File: src/design/mnva_pkg.sv
// shared types and codes for the midi note voice allocator
// no dependencies
package mnva_pkg;

    localparam logic [7:0] STATUS_NOTE_ON  = 8'h90;
    localparam logic [7:0] STATUS_NOTE_OFF = 8'h80;
    localparam int         STATUS_BIT      = 7;

    localparam logic [1:0] MODE_NONE = 2'd0;
    localparam logic [1:0] MODE_ON   = 2'd1;
    localparam logic [1:0] MODE_OFF  = 2'd2;

    localparam logic [2:0] EV_NONE      = 3'd0;
    localparam logic [2:0] EV_STARTED   = 3'd1;
    localparam logic [2:0] EV_FREED     = 3'd2;
    localparam logic [2:0] EV_DROPPED   = 3'd3;
    localparam logic [2:0] EV_UNMATCHED = 3'd4;

    // search request into the voice table
    typedef struct packed {
        logic       go;
        logic       note_on;
        logic [6:0] note;
    } mnva_cmd_t;

    // search outcome, one-cycle done pulse
    typedef struct packed {
        logic       done;
        logic       found;
        logic [2:0] idx;
    } mnva_rsp_t;

endpackage

File: src/design/mnva_voices.sv
// voice table with a one-voice-per-cycle search and update unit
// depends on mnva_pkg
module mnva_voices
    import mnva_pkg::*;
#(
    parameter int VOICE_COUNT = 6
) (
    input  logic       clk,
    input  logic       rst_n,
    input  mnva_cmd_t  cmd,
    output mnva_rsp_t  rsp,
    output logic [5:0] active_voices
);

    localparam int IDX_W = (VOICE_COUNT > 1) ? $clog2(VOICE_COUNT) : 1;
    localparam logic [IDX_W-1:0] LAST_IDX = IDX_W'(VOICE_COUNT - 1);

    localparam logic S_IDLE = 1'b0;
    localparam logic S_SCAN = 1'b1;

    logic                   state_reg, state_next;
    logic [IDX_W-1:0]       scan_reg, scan_next;
    logic                   on_reg, on_next;
    logic [6:0]             key_reg, key_next;
    logic [VOICE_COUNT-1:0] active_reg, active_next;
    logic [6:0]             note_mem [VOICE_COUNT];
    mnva_rsp_t              rsp_reg, rsp_next;

    logic                   cur_active;
    logic [6:0]             cur_note;
    logic                   hit;
    logic [IDX_W+2:0]       scan_ext;

    // the shared compare: one stored voice against the key each cycle
    assign cur_active = active_reg[scan_reg];
    assign cur_note   = note_mem[scan_reg];
    assign hit        = on_reg ? !cur_active : (cur_active && (cur_note == key_reg));
    assign scan_ext   = (IDX_W + 3)'(scan_reg);

    always_comb
    begin
        state_next  = state_reg;
        scan_next   = scan_reg;
        on_next     = on_reg;
        key_next    = key_reg;
        active_next = active_reg;
        rsp_next    = '0;
        unique case (state_reg)
            S_IDLE:
            begin
                if (cmd.go)
                begin
                    state_next = S_SCAN;
                    scan_next  = '0;
                    on_next    = cmd.note_on;
                    key_next   = cmd.note;
                end
            end
            S_SCAN:
            begin
                if (hit)
                begin
                    active_next[scan_reg] = on_reg;
                    rsp_next.done  = 1'b1;
                    rsp_next.found = 1'b1;
                    rsp_next.idx   = scan_ext[2:0];
                    state_next     = S_IDLE;
                end
                else if (scan_reg == LAST_IDX)
                begin
                    rsp_next.done = 1'b1;
                    state_next    = S_IDLE;
                end
                else
                begin
                    scan_next = scan_reg + 1'b1;
                end
            end
            default:
            begin
                state_next = S_IDLE;
            end
        endcase
    end

    always_ff @(posedge clk or negedge rst_n)
    begin
        if (!rst_n)
        begin
            state_reg  <= S_IDLE;
            active_reg <= '0;
            rsp_reg    <= '0;
        end
        else
        begin
            state_reg  <= state_next;
            active_reg <= active_next;
            rsp_reg    <= rsp_next;
        end
    end

    always_ff @(posedge clk)
    begin
        scan_reg <= scan_next;
        on_reg   <= on_next;
        key_reg  <= key_next;
        if (state_reg == S_SCAN && hit && on_reg)
        begin
            note_mem[scan_reg] <= key_reg;
        end
    end

    assign rsp = rsp_reg;

    // only the first six voices are visible
    for (genvar g = 0; g < 6; g++)
    begin : g_mask
        if (g < VOICE_COUNT)
        begin : g_on
            assign active_voices[g] = active_reg[g];
        end
        else
        begin : g_off
            assign active_voices[g] = 1'b0;
        end
    end

endmodule

File: src/design/midi_note_voice_allocator.sv
// top level of the midi note voice allocator: byte decode, running mode, result strobe
// depends on mnva_pkg and mnva_voices
//
// one received midi byte is taken per beat (start high while busy is low) and
// exactly one result follows, shown on the result ports for one cycle under
// valid; the receiver cannot stall, so results must be captured when valid is
// high. a status byte or an ignored data byte gives its result the cycle after
// the beat. the first data byte after a note-on or note-off status starts a
// voice search that checks one voice per clock in a shared compare unit;
// busy is high while the search runs. active_voices shows the first six
// voices and is current whenever valid is high. no clearing pass is needed
// after reset.
module midi_note_voice_allocator
    import mnva_pkg::*;
#(
    parameter int VOICE_COUNT = 6
) (
    input  logic       clk,
    input  logic       rst_n,
    input  logic       start,
    output logic       busy,
    input  logic [7:0] midi_byte,
    output logic       valid,
    output logic [2:0] event_kind,
    output logic [2:0] voice_index,
    output logic [6:0] note_number,
    output logic [5:0] active_voices
);

    localparam logic T_IDLE = 1'b0;
    localparam logic T_WAIT = 1'b1;

    logic       state_reg, state_next;
    logic [1:0] mode_reg, mode_next;
    logic       pend_reg, pend_next;
    logic       valid_reg, valid_next;
    logic [2:0] kind_reg, kind_next;
    logic [2:0] vidx_reg, vidx_next;
    logic [6:0] note_reg, note_next;
    logic [6:0] key_reg, key_next;

    logic       accept;
    mnva_cmd_t  cmd;
    mnva_rsp_t  rsp;

    assign accept = start && (state_reg == T_IDLE);

    always_comb
    begin
        state_next = state_reg;
        mode_next  = mode_reg;
        pend_next  = pend_reg;
        valid_next = 1'b0;
        kind_next  = kind_reg;
        vidx_next  = vidx_reg;
        note_next  = note_reg;
        key_next   = key_reg;
        cmd        = '0;

        if (accept)
        begin
            if (midi_byte[STATUS_BIT])
            begin
                // status byte: pick the running mode, arm the first data byte
                priority if (midi_byte == STATUS_NOTE_ON)
                begin
                    mode_next = MODE_ON;
                    pend_next = 1'b1;
                end
                else if (midi_byte == STATUS_NOTE_OFF)
                begin
                    mode_next = MODE_OFF;
                    pend_next = 1'b1;
                end
                else
                begin
                    mode_next = MODE_NONE;
                    pend_next = 1'b0;
                end
                valid_next = 1'b1;
                kind_next  = EV_NONE;
                vidx_next  = '0;
                note_next  = '0;
            end
            else if (pend_reg && mode_reg != MODE_NONE)
            begin
                // first data byte: hand the note to the voice search
                cmd.go      = 1'b1;
                cmd.note_on = (mode_reg == MODE_ON);
                cmd.note    = midi_byte[6:0];
                key_next    = midi_byte[6:0];
                pend_next   = 1'b0;
                state_next  = T_WAIT;
            end
            else
            begin
                // velocity and other data bytes are ignored
                pend_next  = 1'b0;
                valid_next = 1'b1;
                kind_next  = EV_NONE;
                vidx_next  = '0;
                note_next  = '0;
            end
        end
        else if (state_reg == T_WAIT && rsp.done)
        begin
            valid_next = 1'b1;
            note_next  = key_reg;
            vidx_next  = rsp.found ? rsp.idx : 3'd0;
            if (mode_reg == MODE_ON)
            begin
                kind_next = rsp.found ? EV_STARTED : EV_DROPPED;
            end
            else
            begin
                kind_next = rsp.found ? EV_FREED : EV_UNMATCHED;
            end
            state_next = T_IDLE;
        end
    end

    always_ff @(posedge clk or negedge rst_n)
    begin
        if (!rst_n)
        begin
            state_reg <= T_IDLE;
            mode_reg  <= MODE_NONE;
            pend_reg  <= 1'b0;
            valid_reg <= 1'b0;
        end
        else
        begin
            state_reg <= state_next;
            mode_reg  <= mode_next;
            pend_reg  <= pend_next;
            valid_reg <= valid_next;
        end
    end

    always_ff @(posedge clk)
    begin
        kind_reg <= kind_next;
        vidx_reg <= vidx_next;
        note_reg <= note_next;
        key_reg  <= key_next;
    end

    mnva_voices #(
        .VOICE_COUNT (VOICE_COUNT)
    ) u_voices (
        .clk           (clk),
        .rst_n         (rst_n),
        .cmd           (cmd),
        .rsp           (rsp),
        .active_voices (active_voices)
    );

    assign busy        = (state_reg == T_WAIT);
    assign valid       = valid_reg;
    assign event_kind  = kind_reg;
    assign voice_index = vidx_reg;
    assign note_number = note_reg;

    // a result never shows while a search is still running
    a_strobe_not_busy: assert property (@(posedge clk) disable iff (!rst_n)
        valid |-> !busy)
        else $error("result strobe while busy");

    // the voice unit only answers a search that is waiting for it
    a_done_in_wait: assert property (@(posedge clk) disable iff (!rst_n)
        rsp.done |-> state_reg == T_WAIT)
        else $error("voice search done with nothing pending");

    // a started search holds the block busy the next cycle
    a_go_busy: assert property (@(posedge clk) disable iff (!rst_n)
        cmd.go |=> busy)
        else $error("search issued but block not busy");

    // a no-event result carries no voice and no note
    a_none_clean: assert property (@(posedge clk) disable iff (!rst_n)
        (valid && event_kind == EV_NONE) |-> (voice_index == 3'd0 && note_number == 7'd0))
        else $error("no-event result with voice or note set");

endmodule

File: config.mk
export PLATFORM = sky130hd
export DESIGN_NAME = midi_note_voice_allocator
export DESIGN_NICKNAME = d
export VERILOG_FILES = /design/src/design/mnva_pkg.sv /design/src/design/mnva_voices.sv /design/src/design/midi_note_voice_allocator.sv
export SDC_FILE = /design/constraint.sdc
export NUM_CORES = 1
export LEC_CHECK = 0
export BUFFER_PORTS_ARGS = -buffer_cell sky130_fd_sc_hd__buf_2
export CAP_MARGIN = 20
export CORE_MARGIN = 1
export CORE_UTILIZATION = 43
export DETAILED_ROUTE_END_ITERATION = 10
export GPL_ROUTABILITY_DRIVEN = 0
export PLACE_DENSITY = 0.68
export SLEW_MARGIN = 20
export SYNTH_ARGS = -nofsm -noshare
export SYNTH_HDL_FRONTEND = slang
export SYNTH_SLANG_ARGS = --single-unit
export TNS_END_PERCENT = 100
File: constraint.sdc
create_clock -name clk -period 3.2 [get_ports clk]
set_input_delay 0.64 -clock clk [delete_from_list [all_inputs] [get_ports clk]]
set_output_delay 0.64 -clock clk [all_outputs]
set_load 0.01 [all_outputs]
# --- Yosys cells after proc, flatten, opt, wreduce, memory -nomap -nowiden ---
# Memories as Yosys holds them, arrays and structs flattened. A register that Yosys moved wholly into a read port is not among the register bits.
# Index checks and enable logic that the tools add are counted.
# Widths: inputs -> output; s select.
totals:
  ff_bits: 48
  ram_bits: 42
  inputBits: 11
  wordCells: 105
  memories: 1
memory_table:
  columns: ["name", "words", "word_bits", "rd", "rd_ports_with_merged_regs", "wr", "line_no", "rtl"]
  rows:
  - ["u_voices.note_mem", 6, 7, 1, 1, 1, "mnva_voices.sv:26", "logic [6:0] note_mem [VOICE_COUNT];"]
op_classes:
  n_addsub: 1
  order_cmp: 2
  eq_ne: 11
  n_mux: 51
  bitwise: 5
  n_reduce_logical: 18
op_table:
  columns: ["op", "n"]
  rows:
  - ["$mux 3", 13]
  - ["$mux 7", 4]
  - ["$mux 9", 3]
  - ["$mux 1", 21]
  - ["$eq 8x8->1 const B", 2]
  - ["$reduce_and 3->1", 3]
  - ["$ne 2x2->1 const B", 4]
  - ["$reduce_and 2->1", 4]
  - ["$eq 7x7->1", 1]
  - ["$logic_and 1x1->1", 7]
  - ["$bwmux 6", 1]
  - ["$mux 2", 3]
  - ["$pmux 3 s2", 1]
  - ["$mux 5", 1]
  - ["$not 1->1", 5]
  - ["$lt 3x4->1 const B", 1]
  - ["$mux 4", 1]
  - ["$reduce_bool 2->1", 2]
  - ["$add 3x1->3 const B", 1]
  - ["$bmux 1 s3", 1]
  - ["$demux 1 s3", 1]
  - ["$eq 3x3->1 const B", 1]
  - ["$ge 3x1->1 const B", 1]
  - ["$ne 3x3->1 const B", 1]
  - ["5 further kinds", 5]

# --- Depth between registers and ports, before layout ---
# Gate-level depths: netlist of run 1.
depth:
  ltp_word: 8
  depth_mapped: 10
  mapped_depth_nobuf: 7

# --- Hierarchy ---
# A second synthesis of run 1 with hierarchy kept.
unflattened:
  cells_unflattened: 250
  hier_area_um2: 3844.9
modules_own_cells:
  columns: ["mod", "instances", "cells_each", "area_per_inst_um2", "seq_area_each_um2"]
  rows:
  - ["mnva_voices", 1, 179, 2820.2, 1951.9]
  - ["midi_note_voice_allocator", 1, 71, 1024.7, 725.7]

# --- Worst setup path before layout of run 1 ---
# No wires, ideal clock.
synth_path:
  kind: "reg-to-reg"
  from: "register u_voices.scan_reg[0]"
  to: "memory u_voices.note_mem[0][0] (enable)"
  arrival_time_ns: 2.099
  required_time_ns: 2.817
  slack_ns: 0.718
  stages_incl_launch_ff: 7
  n_path_buf: 1
  path_cell_list: "edfxtp_1 > buf_2 > mux4_2 > a21oi_1 > and2_1 > nand2_1 > nor3_1"
synth_between:
  elab_chain_len: 8
synth_lines:
  columns: ["item", "line_no", "rtl"]
  rows:
  - ["from (decl)", "mnva_voices.sv:22", "logic [IDX_W-1:0] scan_reg, scan_next;"]
  - ["from (signal assigned)", "mnva_voices.sv:104", "scan_reg <= scan_next;"]
  - ["$bmux 1 s3", "mnva_voices.sv:35", "assign cur_active = active_reg[scan_reg];"]
  - ["$mux 1 (implied by the code)", "mnva_voices.sv:35", null]
  - ["$logic_and 1x1->1 / $logic_not 1->1 (equally long branches)", "mnva_voices.sv:37", "assign hit = on_reg ? !cur_active : (cur_active && (cur_note == key_reg));"]
  - ["$mux 1", "mnva_voices.sv:37", null]
  - ["$logic_and 1x1->1 (2 in series)", "mnva_voices.sv:107", "if (state_reg == S_SCAN && hit && on_reg)"]
  - ["$mux 1", "mnva_voices.sv:107", null]
  - ["$mux 1 (implied by the code)", "mnva_voices.sv:109", "note_mem[scan_reg] <= key_reg;"]
  - ["to (decl)", "mnva_voices.sv:26", null]
# Several ways; a longest one is shown, not always the timed one. The select of a mux whose other input is x is not followed.

==> results of run 1 <==
worst reg2reg max path: stages (launching register included):
cell and delay, ns:
dfxtp_1 0.54, buf_4 0.25, mux2i_1 0.20, mux2_2 0.36
a22oi_1 0.19, o221a_1 0.20, and4_1 0.50, o21ai_1 0.22
cells by family after synthesis:
family                   after synthesis
AND/OR/NAND/NOR                       91
buffers and inverters                 16
adder cells (fa/ha/maj)                2
multiplexers                          29
AO/OA/AOI/OAI                         23
flip-flops                            93
XOR/XNOR                              11
cells in the final DEF, fill, tap and decap left out, types with 2 or more instances in the layout:
master | netlist | routed
nor2b_1 | 3 | 3
inv_1 | 4 | 4
mux2_2 | 3 | 3
nand2_1 | 15 | 15
nor3_1 | 7 | 7
mux4_2 | 4 | 4
nor3b_1 | 2 | 2
a21o_1 | 7 | 7
and2_1 | 19 | 19
mux2i_1 | 19 | 19
ha_1 | 2 | 2
a22oi_1 | 2 | 2
mux2_1 | 3 | 3
inv_6 | 0 | 3
nand4_1 | 4 | 4
o21a_1 | 2 | 2
nand3_1 | 4 | 4
nand2b_1 | 4 | 4
o21ai_1 | 3 | 3
clkbuf_8 | 0 | 9
edfxtp_1 | 73 | 73
nor2_1 | 18 | 18
a21oi_1 | 4 | 4
xor2_1 | 5 | 5
and3_1 | 7 | 7
xnor2_1 | 6 | 6
dfrtp_1 | 17 | 17
buf_2 | 4 | 31
nor4_1 | 2 | 2
buf_4 | 1 | 13
dfxtp_1 | 3 | 3
routing by layer:
layer | global-route usage | vias to the layer above
met4 | 0.0815 | 0
met1 | 0.218 | 1105
met3 | 0.0246 | 13
met5 | 0 | -
met2 | 0.234 | 34
li1 | - | 1063
stage by stage:
stage	power [mW]	worst slack, ns	cells
after global placement	1.37	0.550	406
final	2.11	0.470	422
after floorplan	1.34	0.718	265
after CTS	2.13	0.486	422
after global routing	2.18	0.295	422
after detailed placement	1.37	0.506	406
cell type report:
type / instances / area (um2)
well taps: 108 / 135
fillers: 723 / 4320
multi-input cells: 156 / 1120
repair buffers: 44 / 253
flip-flops and latches: 93 / 2680
inverters: 5 / 18.8
clock inverters: 6 / 68.8
clock buffers: 10 / 128
report_power, final:
group          switching (mW)  internal, mW  total, mW
clock                   0.400         0.369      0.769
combinational          0.0252        0.0137     0.0389
sequential            0.00220          1.30       1.30
worst max path at each step:
stage | start | endpoint | slack (ns) | depth (start not counted)
2_1_floorplan | u_voices.scan_reg[0]$_DFFE_PP_ | u_voices.note_mem[0][0]$_DFFE_PP_ | 0.72 | 6
3_3_place_gp | flop | u_voices.scan_reg[0]$_DFFE_PP_ | 0.55 | 7
6_report | flop | u_voices.scan_reg[1]$_DFFE_PP_ | 0.47 | 7
3_5_place_dp | flop | u_voices.scan_reg[1]$_DFFE_PP_ | 0.51 | 7
5_1_grt | flop | u_voices.scan_reg[0]$_DFFE_PP_ | 0.30 | 7
4_1_cts | flop | u_voices.scan_reg[0]$_DFFE_PP_ | 0.49 | 7
==> flow_summary.json, run 1 <==
{
  "io_pins": 32,
  "die_area_um2": 9400,
  "slowest_stage": "dfxtp_1",
  "yosysMostFrequentCell": "edfxtp_1",
  "ys.flop_type": "edfxtp_1",
  "die_w_um": 96.9,
  "cts_buffers": 9,
  "crit_type": "reg -> reg",
  "dr_wl_met2_um": 3210,
  "start_util": 0.444,
  "area_delta_synth_final_pct": 13.6,
  "grt_setup_unrepaired": "no",
  "synth_top_family_by_area": "simple AND/OR/NAND/NOR gates",
  "final_area_um2": 4400,
  "top_layer_used": "met4",
  "finalCriticalPeriod_ns": 2.73,
  "synth_common_cells": "edfxtp_1 (73), and2_1 (19), mux2i_1 (19)",
  "vias": 2215,
  "grt_remaining_overflow": 0,
  "drv_slew": 0,
  "setup_violations": 0,
  "synth_xor_area_frac": 0.0249,
  "path_delay_family": "compound AO/OA/AOI/OAI gates",
  "portBuffers": 31,
  "viasPerCell": 5.25,
  "finalHoldViolCount": 0,
  "relSlewSlack": 0.297,
  "yosysSeqAreaShare": 0.691,
  "wl_um": 6860,
  "netlist_area_um2": 3880,
  "synthArstFlopShare": 0.183,
  "critPathMaxStageDelay_ns": 0.54,
  "ys_ff_latch": 93,
  "cts_resized": 0,
  "worstSetupStartpointType": "flop",
  "powerDensity_nw_per_um2": 479,
  "fin_crit_sh": 0.853,
  "row_count": 34,
  "coreArea_um2": 8720,
  "die_h_um": 96.9,
  "synth.distinct_cells": 43,
  "outcome": "completed",
  "p_leak_nw": 1.83,
  "rr_endpoint": "u_voices.scan_reg[1]$_DFFE_PP_",
  "synth_compound_area_frac": 0.0423,
  "cts.clk_slew.worst_paths_ns": 0.09,
  "max_slew.worst_pin.slew_ns": 1.05,
  "dpl.hpwl_um": 4820,
  "wl_per_cell_um": 16.3,
  "ir_drop_mv": 0.255,
  "clock_tree.buffer_depth": 2,
  "syn_inst": 265,
  "ant_nets": 0,
  "worst_ep_required_time_ns": 3.28,
  "yosys.area.top_type_share": 0.566,
  "diodes": 0,
  "met1Wirelength_um": 3320,
  "fin_nets": 322,
  "largest_register": "u_voices.note_mem",
  "yosys_warnings": 0,
  "post-cts-setup-buffer-count": 0,
  "avgSynthCellArea_um2": 14.6,
  "final_util": 0.505,
  "synth_area_leader_cell": "edfxtp_1",
  "fin_skew_ns": 0.0112,
  "critPathBufInv": 1,
  "fmax_mhz": 366,
  "grt_pass1_wl_um": 11100,
  "syn_nets": 278,
  "dr.pass1.iters": 4,
  "clkLatencyLatePin_ns": 0.35,
  "synthSimpleGateAreaFrac": 0.124,
  "tritoncts": "done",
  "ff2ff_setup_slack_ns": 0.47,
  "cp_data_arrival_time_ns": 2.81,
  "hp-class": "in -> async",
  "drc": 0,
  "cap_viol_max_count": 0,
  "drt_iter0_drc": 149,
  "antenna_found_initial": 0,
  "synth_mux_area_frac": 0.0897,
  "r2r_cells": 7,
  "finalSetupTns_ns": 0,
  "cts_root_buf": "clkbuf_8",
  "grt_usage": 0.156,
  "final_layout_size_suffix_gt1_frac": 0.220,
  "synthAdderAreaFrac": 0.00646,
  "largest_reg_flops": 42,
  "grt_max_degree": 18,
  "grt_pass1_vias": 2188,
  "whs_ns": 0.199,
  "cp-end-kind": "flop",
  "synthTopCellsByArea": "edfxtp_1 (57%), dfrtp_1 (11%), mux2i_1 (4.9%)",
  "crit_chain": "buf_4 -> mux2i_1 -> mux2_2 -> a22oi_1 -> o221a_1 -> and4_1 -> o21ai_1",
  "clock_sinks": 93,
  "synth_edf_count": 73,
  "placed_area_um2": 4210,
  "route.met3.wl_um": 182,
  "ctsHtreeMaxLevel": 3,
  "hold_buffers": 0,
  "worst-path-max-fanout": 12
}
(Power assumes the default switching activity.)
==> run 2, diff against run 1 <==
RECOVER_POWER = 25   (was unset)
==> run 2 against run 1 <==
  * Register-to-register slack is essentially flat
  * Clock power is essentially flat
  * Worst setup slack gained 0.0075 ns
  * Global-route usage is the same
  * Clock-buffer cell count is the same
  * Final cell count is the same
  * Clock skew grew 0.00084 ns
  * Critical path depth is the same
  * Combinational power shrank 4%
  * First-iteration DRC count is the same
  * Cell area shrank 0.23%
  * Critical path type unchanged
  * Largest power group unchanged
  * Highest routed layer unchanged
==> flow_summary.json, run 2 (same netlist as run 1, synthesis figures left out) <==
{
  "p_switching_mw": 0.425,
  "outcome": "completed",
  "wl_um": 6840,
  "wl_per_cell_um": 16.2,
  "cts_resized": 0,
  "fin_crit_sh": 0.851,
  "max_slew.worst_pin.slew_ns": 1.03,
  "finalCriticalPeriod_ns": 2.72,
  "largest_register": "u_voices.note_mem",
  "ir_drop_mv": 0.252,
  "post-cts-setup-buffer-count": 0,
  "powerDensity_nw_per_um2": 479,
  "dr.pass1.iters": 4,
  "final_common_cell": "edfxtp_1",
  "dp_slack_ns": 0.506,
  "clkLatencyLatePin_ns": 0.35,
  "die_h_um": 96.9,
  "netSwitchingFraction": 0.202,
  "viasPerCell": 5.30,
  "worst_slack_ns": 0.477,
  "clock_sinks": 93,
  "worst_ep_required_time_ns": 3.28,
  "mostFrequentLayoutCells": "edfxtp_1 (73), buf_2 (23), mux2i_1 (19), and2_1 (19), nor2_1 (18)",
  "cap_viol_max_count": 0,
  "relSlewSlack": 0.308,
  "grt_max_degree": 18,
  "cp-end-kind": "flop",
  "die_w_um": 96.9,
  "hold_buffers": 0,
  "drc": 0,
  "die_area_um2": 9400,
  "dpl.hpwl_um": 4820,
  "portBuffers": 31,
  "start_util": 0.444,
  "grt_pass1_vias": 2188,
  "io_pins": 32,
  "ctsHtreeMaxLevel": 3,
  "grtUsageMet3": 0.0246,
  "met2_usage": 0.234,
  "setup_violations": 0,
  "grt_use_met1": 0.218,
  "cts.clk_slew.worst_paths_ns": 0.09,
  "final_layout_size_suffix_gt1_frac": 0.194,
  "area_delta_synth_final_pct": 13.3,
  "drv_slew": 0,
  "grt_setup_unrepaired": "no",
  "final_util": 0.504,
  "fin_skew_ns": 0.0120,
  "hp-class": "in -> async",
  "p_leak_nw": 1.80,
  "antenna_found_initial": 0,
  "grt_usage": 0.156,
  "power_mw": 2.10,
  "coreArea_um2": 8720,
  "diodes": 0,
  "whs_ns": 0.403,
  "finalSetupTns_ns": 0,
  "seq_power_share": 0.618,
  "tritoncts": "done",
  "grt_pass1_wl_um": 11100,
  "internal-power_mw": 1.68,
  "worstSetupStartpointType": "flop",
  "vias": 2235,
  "crit_type": "reg -> reg",
  "cp_data_arrival_time_ns": 2.80,
  "largest_reg_flops": 42,
  "fin_nets": 322,
  "combinationalPowerShare": 0.018,
  "p_clk_frac": 0.364,
  "cts_root_buf": "clkbuf_8",
  "ant_nets": 0,
  "busiest_layer": "met2",
  "row_count": 34,
  "fmax_mhz": 367,
  "clock_tree.buffer_depth": 2,
  "cts_buffers": 9,
  "finalHoldViolCount": 0,
  "grt_remaining_overflow": 0,
  "worst-path-max-fanout": 12,
  "drt_iter0_drc": 149
}
-- run 2: changes by cell type in the layout (fill, tap and decap cells not counted), sizes merged --
cell and change:
clkbuf +8, buf -8
-- run 2: area by class of cell --
type,instances,area [um2]
clock inverters,6,68.8
clock buffers,10,128
well taps,108,135
multi-input cells,156,1120
fillers,728,4330
inverters,5,18.8
flip-flops and latches,93,2680
repair buffers,44,243
-- run 2: per-layer routing --
metal | vias to the layer above | wire, um
met1 | 1117 | 3230
met4 | 0 | 155
met3 | 12 | 238
met5 | - | 0
met2 | 39 | 3220
li1 | 1067 | -
-- run 2: power groups by stage --
stage	clock network, mW	logic (mW)	registers (mW)
2_1_floorplan	0	0.0120	1.33
3_3_place_gp	0	0.0390	1.33
3_5_place_dp	0	0.0397	1.33
4_1_cts	0.788	0.0399	1.30
5_1_grt	0.835	0.0419	1.30
6_report	0.767	0.0374	1.30
-- run 2: per-stage QoR --
stage               std cells  area (um2)
floorplan                 265        3880
global placement          406        4210
detailed placement        406        4210
CTS                       422        4400
global route              422        4390
finish                    422        4390
-- run 2: path summary, 6_finish.rpt --
kind,slack [ns],start,to,cells past startpoint
max in group asynchronous,2.23,rst_n,u_voices.active_voices[0]$_DFFE_PN0P_,1
max,0.48,flop,u_voices.scan_reg[1]$_DFFE_PP_,7
min in group clk,0.51,mode_reg[0]$_DFFE_PN0P_,mode_reg[0]$_DFFE_PN0P_,2
min reg2reg,0.51,mode_reg[0]$_DFFE_PN0P_,mode_reg[0]$_DFFE_PN0P_,2
min,0.40,rst_n,u_voices.rsp[1]$_DFF_PN0_,1
max reg2reg,0.48,flop,u_voices.scan_reg[1]$_DFFE_PP_,7
-- run 2: worst max-delay path: stages (launching register included) --
cell and delay, ns:
dfxtp_1 0.54, buf_4 0.25, mux2i_1 0.20, mux2_2 0.36, a22oi_1 0.19, o221a_1 0.20
and4_1 0.49, o21ai_1 0.21
